$ cat config.mk
export PLATFORM = sky130hd
export DESIGN_NAME = i2c_eeprom_byte_access_master_core_flat
export DESIGN_NICKNAME = d
export VERILOG_FILES = /design/src/rtl/core/i2cee_pkg.sv /design/src/rtl/core/i2cee_if.sv /design/src/rtl/core/i2c_eeprom_byte_access_master_core.sv /design/src/rtl/core/i2cee_seq.sv /design/src/flat_wrapper.sv
export SDC_FILE = /design/constraint.sdc
export NUM_CORES = 1
export LEC_CHECK = 0
export ABC_AREA = 1
export CORE_ASPECT_RATIO = 0.6
export CORE_MARGIN = 8
export CORE_UTILIZATION = 65
export DETAILED_ROUTE_END_ITERATION = 7
export DONT_BUFFER_PORTS = 1
export HOLD_SLACK_MARGIN = 0.02
export PLACE_DENSITY = 0.81
export SLEW_MARGIN = 20
export SYNTH_ARGS = -nofsm -noshare
export SYNTH_HDL_FRONTEND = slang
export SYNTH_SLANG_ARGS = --single-unit
$ cat constraint.sdc
create_clock -name clk_i -period 10.79 [get_ports clk_i]
set_input_delay 2.158 -clock clk_i [delete_from_list [all_inputs] [get_ports clk_i]]
set_output_delay 2.158 -clock clk_i [all_outputs]
set_load 0.02 [all_outputs]
$ cat src/rtl/core/i2cee_pkg.sv
// ----------------------------------------------------------------------------
// I2C EEPROM byte access master package
// Shared types, codes and the micro-program tables of the transfer sequencer.
// ----------------------------------------------------------------------------
package i2cee_pkg;

  // Field widths.
  localparam int unsigned KindW     = 2;
  localparam int unsigned AddrW     = 16;
  localparam int unsigned ByteW     = 8;
  localparam int unsigned CfgIdxW   = 1;
  localparam int unsigned CfgDataW  = 8;
  localparam int unsigned PosW      = 4;
  localparam int unsigned SubW      = 3;
  localparam int unsigned BitCntW   = 4;

  localparam int unsigned AddrBitsDefault = 16;

  // Command kinds; any other code is a plain tick.
  localparam logic [KindW-1:0] KindTick  = 2'd0;
  localparam logic [KindW-1:0] KindRead  = 2'd1;
  localparam logic [KindW-1:0] KindWrite = 2'd2;

  // Configuration register indexes.
  localparam logic [CfgIdxW-1:0] CfgDelayTicks = 1'b0;
  localparam logic [CfgIdxW-1:0] CfgStopRestart = 1'b1;

  localparam logic [ByteW-1:0] DelayTicksReset = 8'd11;
  localparam logic [ByteW-1:0] CtrlByteBase    = 8'hA0;

  typedef enum logic [3:0] {
    SegStart,
    SegCtrl,
    SegAckWait,
    SegAdHi,
    SegAck,
    SegAdLo,
    SegData,
    SegStop,
    SegOptStop,
    SegCtrlRd,
    SegRecv,
    SegNoAck,
    SegEnd
  } seg_e;

  typedef struct packed {
    logic [KindW-1:0] kind;
    logic             page_select;
    logic [AddrW-1:0] mem_address;
    logic [ByteW-1:0] write_data;
    logic             sda_in;
  } cmd_t;

  typedef struct packed {
    logic [ByteW-1:0] delay_ticks;
    logic             stop_before_restart;
  } cfg_t;

  typedef struct packed {
    logic             scl_out;
    logic             sda_out;
    logic [ByteW-1:0] read_data;
    logic             done_res;
    logic             busy_res;
  } res_t;

  // Segment at a program position; position zero and anything past the end
  // of the program read as the end marker.
  function automatic seg_e seg_at(input logic is_read, input logic [PosW-1:0] pos);
    seg_e s;
    s = SegEnd;
    if (is_read) begin
      unique case (pos)
        4'd1:    s = SegStart;
        4'd2:    s = SegCtrl;
        4'd3:    s = SegAckWait;
        4'd4:    s = SegAdHi;
        4'd5:    s = SegAck;
        4'd6:    s = SegAdLo;
        4'd7:    s = SegAck;
        4'd8:    s = SegOptStop;
        4'd9:    s = SegStart;
        4'd10:   s = SegCtrlRd;
        4'd11:   s = SegAck;
        4'd12:   s = SegRecv;
        4'd13:   s = SegNoAck;
        4'd14:   s = SegStop;
        default: s = SegEnd;
      endcase
    end else begin
      unique case (pos)
        4'd1:    s = SegStart;
        4'd2:    s = SegCtrl;
        4'd3:    s = SegAckWait;
        4'd4:    s = SegAdHi;
        4'd5:    s = SegAck;
        4'd6:    s = SegAdLo;
        4'd7:    s = SegAck;
        4'd8:    s = SegData;
        4'd9:    s = SegAck;
        4'd10:   s = SegStop;
        default: s = SegEnd;
      endcase
    end
    return s;
  endfunction

endpackage

$ cat src/rtl/core/i2cee_if.sv
// ----------------------------------------------------------------------------
// I2C EEPROM byte access master channels
// Command/tick input, result output and configuration write channels.
// ----------------------------------------------------------------------------
interface i2cee_cmd_if;
  logic                            valid;
  logic                            ready;
  logic [i2cee_pkg::KindW-1:0]     kind;
  logic                            page_select;
  logic [i2cee_pkg::AddrW-1:0]     mem_address;
  logic [i2cee_pkg::ByteW-1:0]     write_data;
  logic                            sda_in;

  modport source (output valid, kind, page_select, mem_address, write_data, sda_in,
                  input ready);
  modport sink   (input valid, kind, page_select, mem_address, write_data, sda_in,
                  output ready);
endinterface

interface i2cee_res_if;
  logic                            valid;
  logic                            ready;
  logic                            scl_out;
  logic                            sda_out;
  logic [i2cee_pkg::ByteW-1:0]     read_data;
  logic                            done_res;
  logic                            busy_res;

  modport source (output valid, scl_out, sda_out, read_data, done_res, busy_res,
                  input ready);
  modport sink   (input valid, scl_out, sda_out, read_data, done_res, busy_res,
                  output ready);
endinterface

interface i2cee_cfg_if;
  logic                              valid;
  logic                              ready;
  logic [i2cee_pkg::CfgIdxW-1:0]     index;
  logic [i2cee_pkg::CfgDataW-1:0]    data;

  modport source (output valid, index, data, input ready);
  modport sink   (input valid, index, data, output ready);
endinterface

$ cat src/rtl/core/i2c_eeprom_byte_access_master_core.sv
// ----------------------------------------------------------------------------
// I2C EEPROM byte access master
// Bit-level I2C master for one random byte read or write to a serial EEPROM.
// ----------------------------------------------------------------------------
// Result: registered; a result beat is valid in the cycle after its input beat.
// Throughput: one beat per cycle; the sequencer state and the result register
// update on the same edge, so a new beat is taken in the cycle that the waiting
// result leaves, and the input stalls only while a result is held off.
// Reset: idle, SCL and SDA released high, delay_ticks 11, no stop before the
// repeated start, result register empty.
module i2c_eeprom_byte_access_master_core #(
  parameter int unsigned ADDR_BITS = i2cee_pkg::AddrBitsDefault
) (
  input  logic       clk_i,
  input  logic       rst_ni,
  i2cee_cmd_if.sink  cmd_i,
  i2cee_res_if.source res_o,
  i2cee_cfg_if.sink  cfg_i
);

  i2cee_pkg::cfg_t cfg_q;
  i2cee_pkg::cmd_t cmd;
  i2cee_pkg::res_t res_next;
  i2cee_pkg::res_t res_q;
  logic            res_valid_q;
  logic            cmd_ready;
  logic            cmd_fire;

  assign cmd_ready   = !res_valid_q || res_o.ready;
  assign cmd_fire    = cmd_i.valid && cmd_ready;
  assign cmd_i.ready = cmd_ready;
  assign cfg_i.ready = 1'b1;

  assign cmd.kind        = cmd_i.kind;
  assign cmd.page_select = cmd_i.page_select;
  assign cmd.mem_address = cmd_i.mem_address;
  assign cmd.write_data  = cmd_i.write_data;
  assign cmd.sda_in      = cmd_i.sda_in;

  always_ff @(posedge clk_i or negedge rst_ni) begin
    if (!rst_ni) begin
      cfg_q.delay_ticks         <= i2cee_pkg::DelayTicksReset;
      cfg_q.stop_before_restart <= 1'b0;
    end else if (cfg_i.valid) begin
      unique case (cfg_i.index)
        i2cee_pkg::CfgDelayTicks:  cfg_q.delay_ticks <= cfg_i.data;
        i2cee_pkg::CfgStopRestart: cfg_q.stop_before_restart <= cfg_i.data[0];
        default: ;
      endcase
    end
  end

  i2cee_seq #(
    .ADDR_BITS(ADDR_BITS)
  ) u_seq (
    .clk_i (clk_i),
    .rst_ni(rst_ni),
    .step_i(cmd_fire),
    .cmd_i (cmd),
    .cfg_i (cfg_q),
    .res_o (res_next)
  );

  always_ff @(posedge clk_i or negedge rst_ni) begin
    if (!rst_ni) begin
      res_valid_q <= 1'b0;
    end else if (cmd_ready) begin
      res_valid_q <= cmd_i.valid;
    end
  end

  // Result payload only moves when a new beat is taken.
  always_ff @(posedge clk_i) begin
    if (cmd_fire) begin
      res_q <= res_next;
    end
  end

  assign res_o.valid     = res_valid_q;
  assign res_o.scl_out   = res_q.scl_out;
  assign res_o.sda_out   = res_q.sda_out;
  assign res_o.read_data = res_q.read_data;
  assign res_o.done_res  = res_q.done_res;
  assign res_o.busy_res  = res_q.busy_res;

endmodule

$ cat src/rtl/core/i2cee_seq.sv
// ----------------------------------------------------------------------------
// I2C EEPROM transfer sequencer
// Holds the transfer state and advances it by one tick per accepted beat.
// ----------------------------------------------------------------------------
module i2cee_seq #(
  parameter int unsigned ADDR_BITS = i2cee_pkg::AddrBitsDefault
) (
  input  logic              clk_i,
  input  logic              rst_ni,
  input  logic              step_i,
  input  i2cee_pkg::cmd_t   cmd_i,
  input  i2cee_pkg::cfg_t   cfg_i,
  output i2cee_pkg::res_t   res_o
);

  localparam logic [i2cee_pkg::AddrW-1:0] AddrMask =
    i2cee_pkg::AddrW'((32'd1 << ADDR_BITS) - 32'd1);
  localparam bit ShortAddr = (ADDR_BITS <= 8);

  logic [i2cee_pkg::PosW-1:0]    step_q, step_d;
  logic [i2cee_pkg::SubW-1:0]    sub_q, sub_d;
  logic [i2cee_pkg::BitCntW-1:0] bit_q, bit_d;
  logic [i2cee_pkg::ByteW-1:0]   wait_q, wait_d;
  logic [i2cee_pkg::ByteW-1:0]   shift_q, shift_d;
  logic [i2cee_pkg::AddrW-1:0]   addr_q, addr_d;
  logic [i2cee_pkg::ByteW-1:0]   data_q, data_d;
  logic                          page_q, page_d;
  logic                          read_q, read_d;
  logic                          scl_q, scl_d;
  logic                          sda_q, sda_d;
  logic [i2cee_pkg::ByteW-1:0]   recv_q, recv_d;
  logic                          done;

  logic [i2cee_pkg::ByteW-1:0]   reload;
  logic [i2cee_pkg::ByteW-1:0]   wait_dec;
  logic [i2cee_pkg::ByteW-1:0]   ctrl_byte;
  logic [i2cee_pkg::BitCntW-1:0] bit_inc;
  i2cee_pkg::seg_e               seg_cur;

  assign reload    = (cfg_i.delay_ticks == '0) ? i2cee_pkg::ByteW'(1) : cfg_i.delay_ticks;
  assign wait_dec  = (wait_q != '0) ? wait_q - i2cee_pkg::ByteW'(1) : '0;
  assign ctrl_byte = i2cee_pkg::CtrlByteBase | {6'b0, page_q, 1'b0};
  assign bit_inc   = bit_q + i2cee_pkg::BitCntW'(1);
  assign seg_cur   = i2cee_pkg::seg_at(read_q, step_q);

  always_comb begin
    logic                       run;
    logic                       fin;
    logic                       adv;
    logic [i2cee_pkg::PosW-1:0] pos_a, pos_b, pos_c;
    i2cee_pkg::seg_e            seg_a, seg_b, seg_c;

    step_d  = step_q;
    sub_d   = sub_q;
    bit_d   = bit_q;
    wait_d  = wait_q;
    shift_d = shift_q;
    addr_d  = addr_q;
    data_d  = data_q;
    page_d  = page_q;
    read_d  = read_q;
    scl_d   = scl_q;
    sda_d   = sda_q;
    recv_d  = recv_q;
    done    = 1'b0;
    run     = 1'b0;
    fin     = 1'b0;
    adv     = 1'b1;
    pos_a   = step_q + i2cee_pkg::PosW'(1);
    seg_a   = i2cee_pkg::seg_at(read_q, pos_a);
    pos_b   = pos_a;
    seg_b   = seg_a;
    pos_c   = pos_a;
    seg_c   = seg_a;

    if (step_i) begin
      if (step_q == '0) begin
        if (cmd_i.kind == i2cee_pkg::KindRead || cmd_i.kind == i2cee_pkg::KindWrite) begin
          // The first micro-step of the start condition runs on this beat.
          addr_d = cmd_i.mem_address & AddrMask;
          data_d = cmd_i.write_data;
          page_d = cmd_i.page_select;
          read_d = (cmd_i.kind == i2cee_pkg::KindRead);
          step_d = i2cee_pkg::PosW'(1);
          sub_d  = i2cee_pkg::SubW'(1);
          bit_d  = '0;
          scl_d  = 1'b1;
          wait_d = reload;
        end
      end else begin
        wait_d = wait_dec;
        if (wait_dec == '0) begin
          if (seg_cur == i2cee_pkg::SegEnd) begin
            step_d = '0;
            sub_d  = '0;
            done   = 1'b1;
          end else begin
            run    = 1'b1;
            wait_d = reload;
          end
        end
      end
    end

    if (run) begin
      case (seg_cur)
        i2cee_pkg::SegStart: begin
          if (sub_q == 3'd0) begin
            scl_d = 1'b1;
          end else if (sub_q == 3'd1) begin
            sda_d = 1'b0;
          end else begin
            scl_d = 1'b0;
            fin   = 1'b1;
          end
        end
        i2cee_pkg::SegCtrl, i2cee_pkg::SegCtrlRd, i2cee_pkg::SegAdHi,
        i2cee_pkg::SegAdLo, i2cee_pkg::SegData: begin
          if (sub_q == 3'd0) begin
            sda_d = shift_q[7];
            scl_d = 1'b1;
          end else if (sub_q == 3'd1) begin
            scl_d   = 1'b0;
            shift_d = {shift_q[6:0], 1'b0};
            bit_d   = bit_inc;
            sub_d   = (bit_inc < 4'd8) ? 3'd0 : 3'd2;
            adv     = 1'b0;
          end else begin
            fin = 1'b1;
          end
        end
        i2cee_pkg::SegAck, i2cee_pkg::SegAckWait: begin
          if (sub_q == 3'd0) begin
            scl_d = 1'b0;
          end else if (sub_q == 3'd1) begin
            sda_d = 1'b1;
          end else if (sub_q == 3'd2) begin
            scl_d = 1'b1;
          end else if (sub_q == 3'd3) begin
            bit_d = {3'b0, cmd_i.sda_in};
          end else begin
            scl_d = 1'b0;
            // The ack after the first control byte is polled until SDA is low.
            if (seg_cur == i2cee_pkg::SegAckWait && bit_q != '0) begin
              sub_d = '0;
              adv   = 1'b0;
            end else begin
              fin = 1'b1;
            end
          end
        end
        i2cee_pkg::SegRecv: begin
          if (sub_q == 3'd0) begin
            scl_d = 1'b1;
          end else if (sub_q == 3'd1) begin
            shift_d = {shift_q[6:0], cmd_i.sda_in};
          end else if (sub_q == 3'd2) begin
            scl_d = 1'b0;
            bit_d = bit_inc;
            sub_d = (bit_inc < 4'd8) ? 3'd0 : 3'd3;
            adv   = 1'b0;
          end else begin
            recv_d = shift_q;
            fin    = 1'b1;
          end
        end
        i2cee_pkg::SegNoAck: begin
          if (sub_q == 3'd0) begin
            sda_d = 1'b1;
            scl_d = 1'b1;
          end else begin
            scl_d = 1'b0;
            sda_d = 1'b1;
            fin   = 1'b1;
          end
        end
        i2cee_pkg::SegStop, i2cee_pkg::SegOptStop: begin
          if (sub_q == 3'd0) begin
            sda_d = 1'b0;
          end else if (sub_q == 3'd1) begin
            scl_d = 1'b1;
          end else begin
            sda_d = 1'b1;
            fin   = 1'b1;
          end
        end
        default: begin
          adv = 1'b0;
        end
      endcase

      if (fin) begin
        // Enter the next segment, skipping the high address byte on short
        // addresses and the optional stop when it is not enabled.
        if (ShortAddr && seg_a == i2cee_pkg::SegAdHi) begin
          pos_b = pos_a + i2cee_pkg::PosW'(2);
        end
        seg_b = i2cee_pkg::seg_at(read_q, pos_b);
        pos_c = pos_b;
        if (seg_b == i2cee_pkg::SegOptStop && !cfg_i.stop_before_restart) begin
          pos_c = pos_b + i2cee_pkg::PosW'(1);
        end
        seg_c  = i2cee_pkg::seg_at(read_q, pos_c);
        step_d = pos_c;
        sub_d  = '0;
        bit_d  = '0;
        case (seg_c)
          i2cee_pkg::SegCtrl:   shift_d = ctrl_byte;
          i2cee_pkg::SegCtrlRd: shift_d = ctrl_byte | 8'h01;
          i2cee_pkg::SegAdHi:   shift_d = addr_q[15:8];
          i2cee_pkg::SegAdLo:   shift_d = addr_q[7:0];
          i2cee_pkg::SegData:   shift_d = data_q;
          i2cee_pkg::SegRecv:   shift_d = '0;
          default:              shift_d = shift_d;
        endcase
      end else if (adv) begin
        sub_d = sub_q + i2cee_pkg::SubW'(1);
      end
    end
  end

  always_ff @(posedge clk_i or negedge rst_ni) begin
    if (!rst_ni) begin
      step_q <= '0;
      sub_q  <= '0;
      bit_q  <= '0;
      wait_q <= '0;
      scl_q  <= 1'b1;
      sda_q  <= 1'b1;
      recv_q <= '0;
      read_q <= 1'b0;
      page_q <= 1'b0;
    end else begin
      step_q <= step_d;
      sub_q  <= sub_d;
      bit_q  <= bit_d;
      wait_q <= wait_d;
      scl_q  <= scl_d;
      sda_q  <= sda_d;
      recv_q <= recv_d;
      read_q <= read_d;
      page_q <= page_d;
    end
  end

  always_ff @(posedge clk_i) begin
    shift_q <= shift_d;
    addr_q  <= addr_d;
    data_q  <= data_d;
  end

  always_comb begin
    res_o.scl_out   = scl_d;
    res_o.sda_out   = sda_d;
    res_o.read_data = recv_d;
    res_o.done_res  = done;
    res_o.busy_res  = (step_d != '0);
  end

endmodule

$ cat src/flat_wrapper.sv
// flat-port wrapper written by rule: the top's interface ports become plain ports
module i2c_eeprom_byte_access_master_core_flat 
#(
  parameter int unsigned ADDR_BITS = i2cee_pkg::AddrBitsDefault
)
  (clk_i, rst_ni, cmd_i_valid, cmd_i_kind, cmd_i_page_select, cmd_i_mem_address, cmd_i_write_data, cmd_i_sda_in, cmd_i_ready, res_o_valid, res_o_scl_out, res_o_sda_out, res_o_read_data, res_o_done_res, res_o_busy_res, res_o_ready, cfg_i_valid, cfg_i_index, cfg_i_data, cfg_i_ready);
  i2cee_cmd_if cmd_i_i ();
  i2cee_res_if res_o_i ();
  i2cee_cfg_if cfg_i_i ();
  input  logic clk_i;
  input  logic rst_ni;
  input wire logic [$bits(cmd_i_i.valid)-1:0] cmd_i_valid;
  input wire logic [$bits(cmd_i_i.kind)-1:0] cmd_i_kind;
  input wire logic [$bits(cmd_i_i.page_select)-1:0] cmd_i_page_select;
  input wire logic [$bits(cmd_i_i.mem_address)-1:0] cmd_i_mem_address;
  input wire logic [$bits(cmd_i_i.write_data)-1:0] cmd_i_write_data;
  input wire logic [$bits(cmd_i_i.sda_in)-1:0] cmd_i_sda_in;
  output wire logic [$bits(cmd_i_i.ready)-1:0] cmd_i_ready;
  output wire logic [$bits(res_o_i.valid)-1:0] res_o_valid;
  output wire logic [$bits(res_o_i.scl_out)-1:0] res_o_scl_out;
  output wire logic [$bits(res_o_i.sda_out)-1:0] res_o_sda_out;
  output wire logic [$bits(res_o_i.read_data)-1:0] res_o_read_data;
  output wire logic [$bits(res_o_i.done_res)-1:0] res_o_done_res;
  output wire logic [$bits(res_o_i.busy_res)-1:0] res_o_busy_res;
  input wire logic [$bits(res_o_i.ready)-1:0] res_o_ready;
  input wire logic [$bits(cfg_i_i.valid)-1:0] cfg_i_valid;
  input wire logic [$bits(cfg_i_i.index)-1:0] cfg_i_index;
  input wire logic [$bits(cfg_i_i.data)-1:0] cfg_i_data;
  output wire logic [$bits(cfg_i_i.ready)-1:0] cfg_i_ready;
  assign cmd_i_i.valid = cmd_i_valid;
  assign cmd_i_i.kind = cmd_i_kind;
  assign cmd_i_i.page_select = cmd_i_page_select;
  assign cmd_i_i.mem_address = cmd_i_mem_address;
  assign cmd_i_i.write_data = cmd_i_write_data;
  assign cmd_i_i.sda_in = cmd_i_sda_in;
  assign cmd_i_ready = cmd_i_i.ready;
  assign res_o_valid = res_o_i.valid;
  assign res_o_scl_out = res_o_i.scl_out;
  assign res_o_sda_out = res_o_i.sda_out;
  assign res_o_read_data = res_o_i.read_data;
  assign res_o_done_res = res_o_i.done_res;
  assign res_o_busy_res = res_o_i.busy_res;
  assign res_o_i.ready = res_o_ready;
  assign cfg_i_i.valid = cfg_i_valid;
  assign cfg_i_i.index = cfg_i_index;
  assign cfg_i_i.data = cfg_i_data;
  assign cfg_i_ready = cfg_i_i.ready;
  i2c_eeprom_byte_access_master_core #(.ADDR_BITS(ADDR_BITS)) u_core (.clk_i(clk_i), .rst_ni(rst_ni), .cmd_i(cmd_i_i), .res_o(res_o_i), .cfg_i(cfg_i_i));
endmodule
==> results.json, run 1 <==
{
  "syn_nets": 752,
  "seqPwrFrac_pct": 48.3,
  "finalClockSkew_ns": 0.00733,
  "setup_slack_ns": 6.26,
  "worstPathArrival_ns": 2.37,
  "switching_share_pct": 29.5,
  "cts_tree": "built",
  "switching_power_mw": 0.236,
  "synth_most_common_cell": "nand2_1",
  "chipHeight_um": 87.8,
  "dpl.hpwl_um": 10200,
  "avgViaCountPerCell": 5.96,
  "r2r_cells": 25,
  "synth_top_area_share_pct": 23.7,
  "tns_ns": 0,
  "synth.area.top_cells": "edfxtp_1 (24%), dfrtp_1 (16%), nand2_1 (10%)",
  "critPathLaunchType": "primary input",
  "gr-total-overflow": 0,
  "routed_wl_um": 13900,
  "fin_crit_ns": 4.53,
  "hold_ws_ns": 0.506,
  "min_path_type": "reg -> reg",
  "path_cells": "inv_1 -> nand2_1",
  "p_comb_share_pct": 13.4,
  "post_cts_buffers": 0,
  "area_growth_pct": 7.24,
  "clk_latency_ns": 0.35,
  "slowest_delay_ns": 0.19,
  "end_kind": "output port",
  "pre_cts_slack_ns": 6.26,
  "slowest_stage": "nand2_1",
  "vias": 4809,
  "cap_violations": 0,
  "synth_cells": 685,
  "grt_antenna_before_repair": 0,
  "r2r_start": "u_core.u_seq.step_q[0]",
  "finish.utilization_pct": 71.0,
  "syn_area_um2": 5580,
  "max-slew-margin-rel_pct": 56.3,
  "crit_required_ns": 8.63,
  "initial_core_util_pct": 66.2,
  "yosysWarningCount": 0,
  "cp_max_fo": 3,
  "rsz0062_at_grt": "false",
  "finalSetupViolCount": 0,
  "grt_max_degree": 42,
  "syn_area_per_cell_um2": 8.15,
  "worstHoldEndpoint": "u_core.u_seq.recv_q[6]",
  "dieArea_um2": 11900,
  "track_usage_pct": 24.1,
  "synth_cell_types": 53,
  "hold_viol": 0,
  "hold_path_depth": 1,
  "ant_nets": 0,
  "synth-edff-count": 44,
  "cts_max_path_buffers": 2,
  "min_from": "u_core.u_seq.recv_q[6]",
  "r2r-end": "u_core.u_seq.shift_q[0]",
  "insertedDiodeCount": 0,
  "path_delay_family": "simple AND/OR/NAND/NOR gates",
  "num_rows": 26,
  "cp_num_buf_inv": 1,
  "path_class": "in -> out",
  "ys.flop_type": "edfxtp_1",
  "register_area_um2": 2350,
  "core_um2": 8430,
  "ctsResizeCount": 0,
  "worstMarginPinSlew_ns": 0.655,
  "drive_gt1_share_pct": 14.2,
  "clk_pin_slew_ns": 0.07,
  "power_leakage_nw": 2.71,
  "synth_area_leader_cell": "edfxtp_1",
  "root_buffer": "clkbuf_16",
  "irDropWorstVdd_v": 0.0000907,
  "htreeDepth": 3,
  "r2r_slack_ns": 6.54,
  "multiInputGateArea_um2": 2820,
  "ys_async_sr_fraction_pct": 48.2,
  "drtIter0Drc": 777,
  "clock-sinks": 85,
  "first_pass_iters": 8,
  "netlist_top_cells_count": "nand2_1 (151), inv_1 (91), nor2_1 (68)",
  "final.period_utilization_pct": 41.9,
  "numCtsBuffers": 9,
  "fmax_mhz": 221,
  "cts_hold_buf": 0,
  "die_x_um": 136,
  "wl_per_cell_um": 17.2,
  "grt_pass1_vias": 4559,
  "fillCellCount": 658,
  "synth-seq-area-share_pct": 42.2,
  "final_nets": 757,
  "powerDensity_nw_per_um2": 134,
  "drv_slew": 0,
  "gp_congestion": 0.916,
  "num_io_pins": 57,
  "intPower_mw": 0.563,
  "p_clk_share_pct": 38.3,
  "portBuffers": 0,
  "grt_pass1_wl_um": 22700,
  "remaining_drc_errors": 0,
  "synth-seq-cells": 85,
  "status": "complete, no violations"
}
layer usage:
metal	GRT usage [%]	wire [µm]	up-vias
met5	0	0	-
met4	7.01	164	0
met3	6.64	1450	19
met2	35.0	5730	261
met1	34.3	6520	2255
li1	-	-	2274
layout make-up:
cell class                 instances  share of cell area [%]
sequential                        85                    39.3
clock buffer                       9                    3.76
multi-input combinational        493                    47.1
timing repair buffer               1                   0.125
clock inverter                     7                    1.09
inverter                         100                    6.29
tap                              112                    2.34
flip-flops by register name, indices dropped and copies added (netlist names):
name	cells
u_core.u_seq.bit_q	4
u_core.u_seq.shift_q	8
u_core.u_seq.data_q	8
u_core.res_o.busy_res	1
u_core.u_seq.wait_q	8
u_core.u_seq.read_q	1
u_core.u_seq.step_q	4
u_core.res_o.sda_out	1
u_core.res_o.done_res	1
u_core.res_o.scl_out	1
u_core.res_o.read_data	8
u_core.res_o.valid	1
u_core.u_seq.page_q	1
u_core.u_seq.sda_q	1
u_core.u_seq.sub_q	3
u_core.u_seq.addr_q	16
u_core.u_seq.recv_q	8
u_core.cfg_q	9
u_core.u_seq.scl_q	1
power by group through the flow:
stage	clock, mW	combinational, mW	sequential [mW]
final	0.306	0.107	0.386
after global routing	0.321	0.118	0.388
after CTS	0.310	0.104	0.386
after detailed placement	0	0.103	0.392
after global placement	0	0.0987	0.391
after floorplan	0	0.0824	0.386
stage by stage:
step | std cells | instance area (µm²) | total power, mW
final | 807 | 5990 | 0.799
after global placement | 791 | 5700 | 0.489
after global routing | 807 | 5990 | 0.827
after floorplan | 685 | 5580 | 0.468
after detailed placement | 791 | 5700 | 0.495
after CTS | 807 | 5990 | 0.799
cells in the final DEF, fill, tap and decap left out, drive strengths merged, types with 2 or more instances in the layout:
master / n
nand2: 179
inv: 104
nor2: 85
nand3: 63
o21ai: 45
edfxtp: 44
dfrtp: 36
a21oi: 34
ha: 25
nand4: 12
clkbuf: 9
nor3: 8
o211ai: 5
dfstp: 5
nor4: 4
nand3b: 4
mux2: 4
xor2: 3
a31oi: 3
o22ai: 3
o31ai: 2
a221oi: 2
a22oi: 2
clkinv: 2
worst max path at each step:
| stage | startpoint | endpoint | depth (start not counted) |
|---|---|---|---|
| detailed placement | res_o_ready | cmd_i_ready | 2 |
| finish | res_o_ready | cmd_i_ready | 2 |
| global route | u_core.u_seq.step_q[0] | u_core.u_seq.shift_q[0] | 25 |
| global placement | res_o_ready | cmd_i_ready | 2 |
| CTS | res_o_ready | cmd_i_ready | 2 |
| floorplan | cmd_i_kind[1] | u_core.res_o.busy_res | 9 |
kinds of logic (layout without fill, tap and decap cells):
family | count (synthesis) | after routing | synth area share (%)
AND/OR/NAND/NOR | 357 | 357 | 32.5
AO/OA/AOI/OAI | 102 | 102 | 10.8
multiplexers | 4 | 4 | 0.807
flip-flops | 85 | 85 | 42.2
buffers and inverters | 107 | 117 | 7.46
XOR/XNOR | 4 | 4 | 0.628
other | 1 | 1 | 0.0672
adder cells (fa/ha/maj) | 25 | 25 | 5.60
Power figures use the tool's default switching activity.
==> run 2, diff against run 1 <==
--- a/config.mk
+++ b/config.mk
@@ -8,11 +8,11 @@
 export ABC_AREA = 1
 export CORE_ASPECT_RATIO = 0.6
 export CORE_MARGIN = 8
-export CORE_UTILIZATION = 65
+export CORE_UTILIZATION = 58
 export DETAILED_ROUTE_END_ITERATION = 7
 export DONT_BUFFER_PORTS = 1
 export HOLD_SLACK_MARGIN = 0.02
-export PLACE_DENSITY = 0.81
+export PLACE_DENSITY = 0.76
 export SLEW_MARGIN = 20
 export SYNTH_ARGS = -nofsm -noshare
 export SYNTH_HDL_FRONTEND = slang
==> constraint.sdc (replaced) <==
create_clock -name clk_i -period 3.7 [get_ports clk_i]
set_input_delay 0.74 -clock clk_i [delete_from_list [all_inputs] [get_ports clk_i]]
set_output_delay 0.74 -clock clk_i [all_outputs]
set_load 0.02 [all_outputs]
==> run 2 against run 1 <==
Utilization down 3.5 points. Cell area is 4.5% higher. Critical path type is now reg -> reg. Worst hold slack worse by 0.43 ns. Sequential power grew to 2.9 times the previous value. Highest routed layer unchanged. Register-to-register slack lost 6.4 ns. Sequential share of layout area is 1.7 points lower. Largest power group unchanged. Critical endpoint is now u_core.u_seq.shift_q[6]. Setup slack got worse by 6.1 ns.
==> results.json, run 2 (same netlist as run 1, synthesis figures left out) <==
{
  "avgViaCountPerCell": 5.70,
  "finalSetupViolCount": 0,
  "num_rows": 27,
  "dpl-instance-area_um2": 5790,
  "worstMarginPinSlew_ns": 0.753,
  "layout_commonest_cell": "nand2_1",
  "drtIter0Drc": 525,
  "track_usage_pct": 22.2,
  "fin_total_pwr_mw": 2.31,
  "grt_max_degree": 42,
  "clk_latency_ns": 0.35,
  "cts_tree": "built",
  "multiInputGateArea_um2": 2910,
  "slowest_delay_ns": 0.42,
  "largest_reg_flops": 16,
  "drv_slew": 0,
  "max-slew-margin-rel_pct": 49.5,
  "powerDensity_nw_per_um2": 369,
  "first_pass_iters": 5,
  "post-route-cell-area_um2": 6250,
  "tns_ns": 0,
  "grt_pass1_vias": 4548,
  "dieArea_um2": 13100,
  "cts_max_path_buffers": 2,
  "routed_wl_um": 14100,
  "pre_cts_slack_ns": -0.0308,
  "crit_required_ns": 3.91,
  "hold_ws_ns": 0.0797,
  "fmax_mhz": 281,
  "cap_violations": 0,
  "final_cell_mix": "nand2_1 (146), inv_1 (87), nor2_1 (67)",
  "regMostFlops": "u_core.u_seq.addr_q",
  "chipHeight_um": 92.0,
  "portBuffers": 0,
  "register_area_um2": 2350,
  "worstPathArrival_ns": 3.76,
  "insertedDiodeCount": 0,
  "grt_pass1_wl_um": 23100,
  "irDropWorstVdd_v": 0.000244,
  "vias": 4815,
  "setup_slack_ns": 0.145,
  "final_nets": 776,
  "critPathLaunchType": "register",
  "numCtsBuffers": 9,
  "path_class": "reg -> reg",
  "fin_crit_ns": 3.55,
  "root_buffer": "clkbuf_16",
  "area_growth_pct": 12.0,
  "wl_per_cell_um": 16.7,
  "end_kind": "register",
  "dpl.hpwl_um": 10700,
  "finalClockSkew_ns": 0.00752,
  "htreeDepth": 3,
  "clock-sinks": 85,
  "die_x_um": 143,
  "largestRegisters": "u_core.u_seq.addr_q: 16 flops, u_core.cfg_q: 9 flops",
  "fillCellCount": 747,
  "remaining_drc_errors": 0,
  "path_cells": "ha_4 -> inv_1 -> ha_4 -> inv_1 -> nand2_2 -> nand2_2 -> a21oi_4 -> nand3_4 -> xor2_4 -> buf_4 -> ha_1 -> inv_1 -> nand3_2 -> nand3_2 -> nand2_4 -> nor2_8 -> nor2_4 -> nand2_1 -> nand3_2 -> o21ai_4 -> buf_4 -> nand2_1 -> nand2_1",
  "gr-total-overflow": 0,
  "power_leakage_nw": 2.84,
  "num_io_pins": 57,
  "hold_viol": 0,
  "drive_gt1_share_pct": 18.8,
  "core_um2": 9260,
  "cts_hold_buf": 0,
  "cp_max_fo": 7,
  "gp_congestion": 0.936,
  "ant_nets": 0,
  "slowest_stage": "dfrtp_1",
  "clk_pin_slew_ns": 0.07,
  "initial_core_util_pct": 60.3,
  "final.period_utilization_pct": 96.1,
  "status": "complete, no violations",
  "grt_antenna_before_repair": 0,
  "min_path_type": "in -> async"
}
## run 2: cell types whose count changed in the layout (fill, tap and decap cells not counted), sizes merged
cell	delta
buf	+19
inv	-2
clkbuf	+1
clkinvlp	-1
clkinv	+2
## run 2: final timing paths
kind | cells after the start | to | startpoint | slack, ns
min in group clk_i | 0 | u_core.u_seq.addr_q[1] | cmd_i_mem_address[1] | 0.48
setup / recovery | 23 | u_core.u_seq.shift_q[6] | u_core.u_seq.step_q[0] | 0.15
max in group asynchronous | 0 | u_core.u_seq.scl_q | rst_ni | 3.43
hold / removal | 0 | u_core.u_seq.page_q | rst_ni | 0.08
hold reg to reg | 1 | u_core.u_seq.recv_q[6] | u_core.u_seq.recv_q[6] | 0.51
setup reg to reg | 23 | u_core.u_seq.shift_q[6] | u_core.u_seq.step_q[0] | 0.15
## run 2: metrics by stage
step                      util, %  cells
final                        67.6    844
after global routing         67.6    844
after CTS                    65.7    834
after detailed placement     62.5    818
after global placement       62.5    818
after floorplan                 -    685
## run 2: power by group
group	total, mW	leakage [nW]	internal [mW]	switching, mW
registers	1.12	0.886	1.06	0.0617
clock network	0.866	0.140	0.468	0.397
logic	0.316	1.81	0.111	0.206
total	2.31	2.84	1.64	0.665
## run 2: area by class of cell
class | instances | share of cell area [%]
repair buffers | 20 | 2.52
multi-input cells | 493 | 46.6
flip-flops and latches | 85 | 37.6
inverters | 100 | 6.10
clock inverters | 6 | 0.880
clock buffers | 10 | 3.66
well taps | 130 | 2.60
## run 2: per-layer routing
layer,global-route usage [%],share of wire [%],vias to the layer above
met2,29.5,40,229
met5,0,0,-
li1,-,-,2319
met4,8.27,2.0,0
met3,6.47,9.2,26
met1,33.0,49,2241
## run 2: worst max-delay path, delay by kind of cell (launching register included)
kind	cells	cell delay, ns
simple gates	12	1.16
fa+ha+maj	3	0.67
buf+inv	5	0.56
flops	1	0.42
compound gates	2	0.39
xor+xnor	1	0.22
## run 2: what timing repair did
action                     4_1_cts  5_1_grt
cloned                           0        0
hold endpoints to repair         0        0
setup endpoints to repair        2        8
buffers inserted                 0       10
gates resized for setup          2       24
pin swaps                        0        8
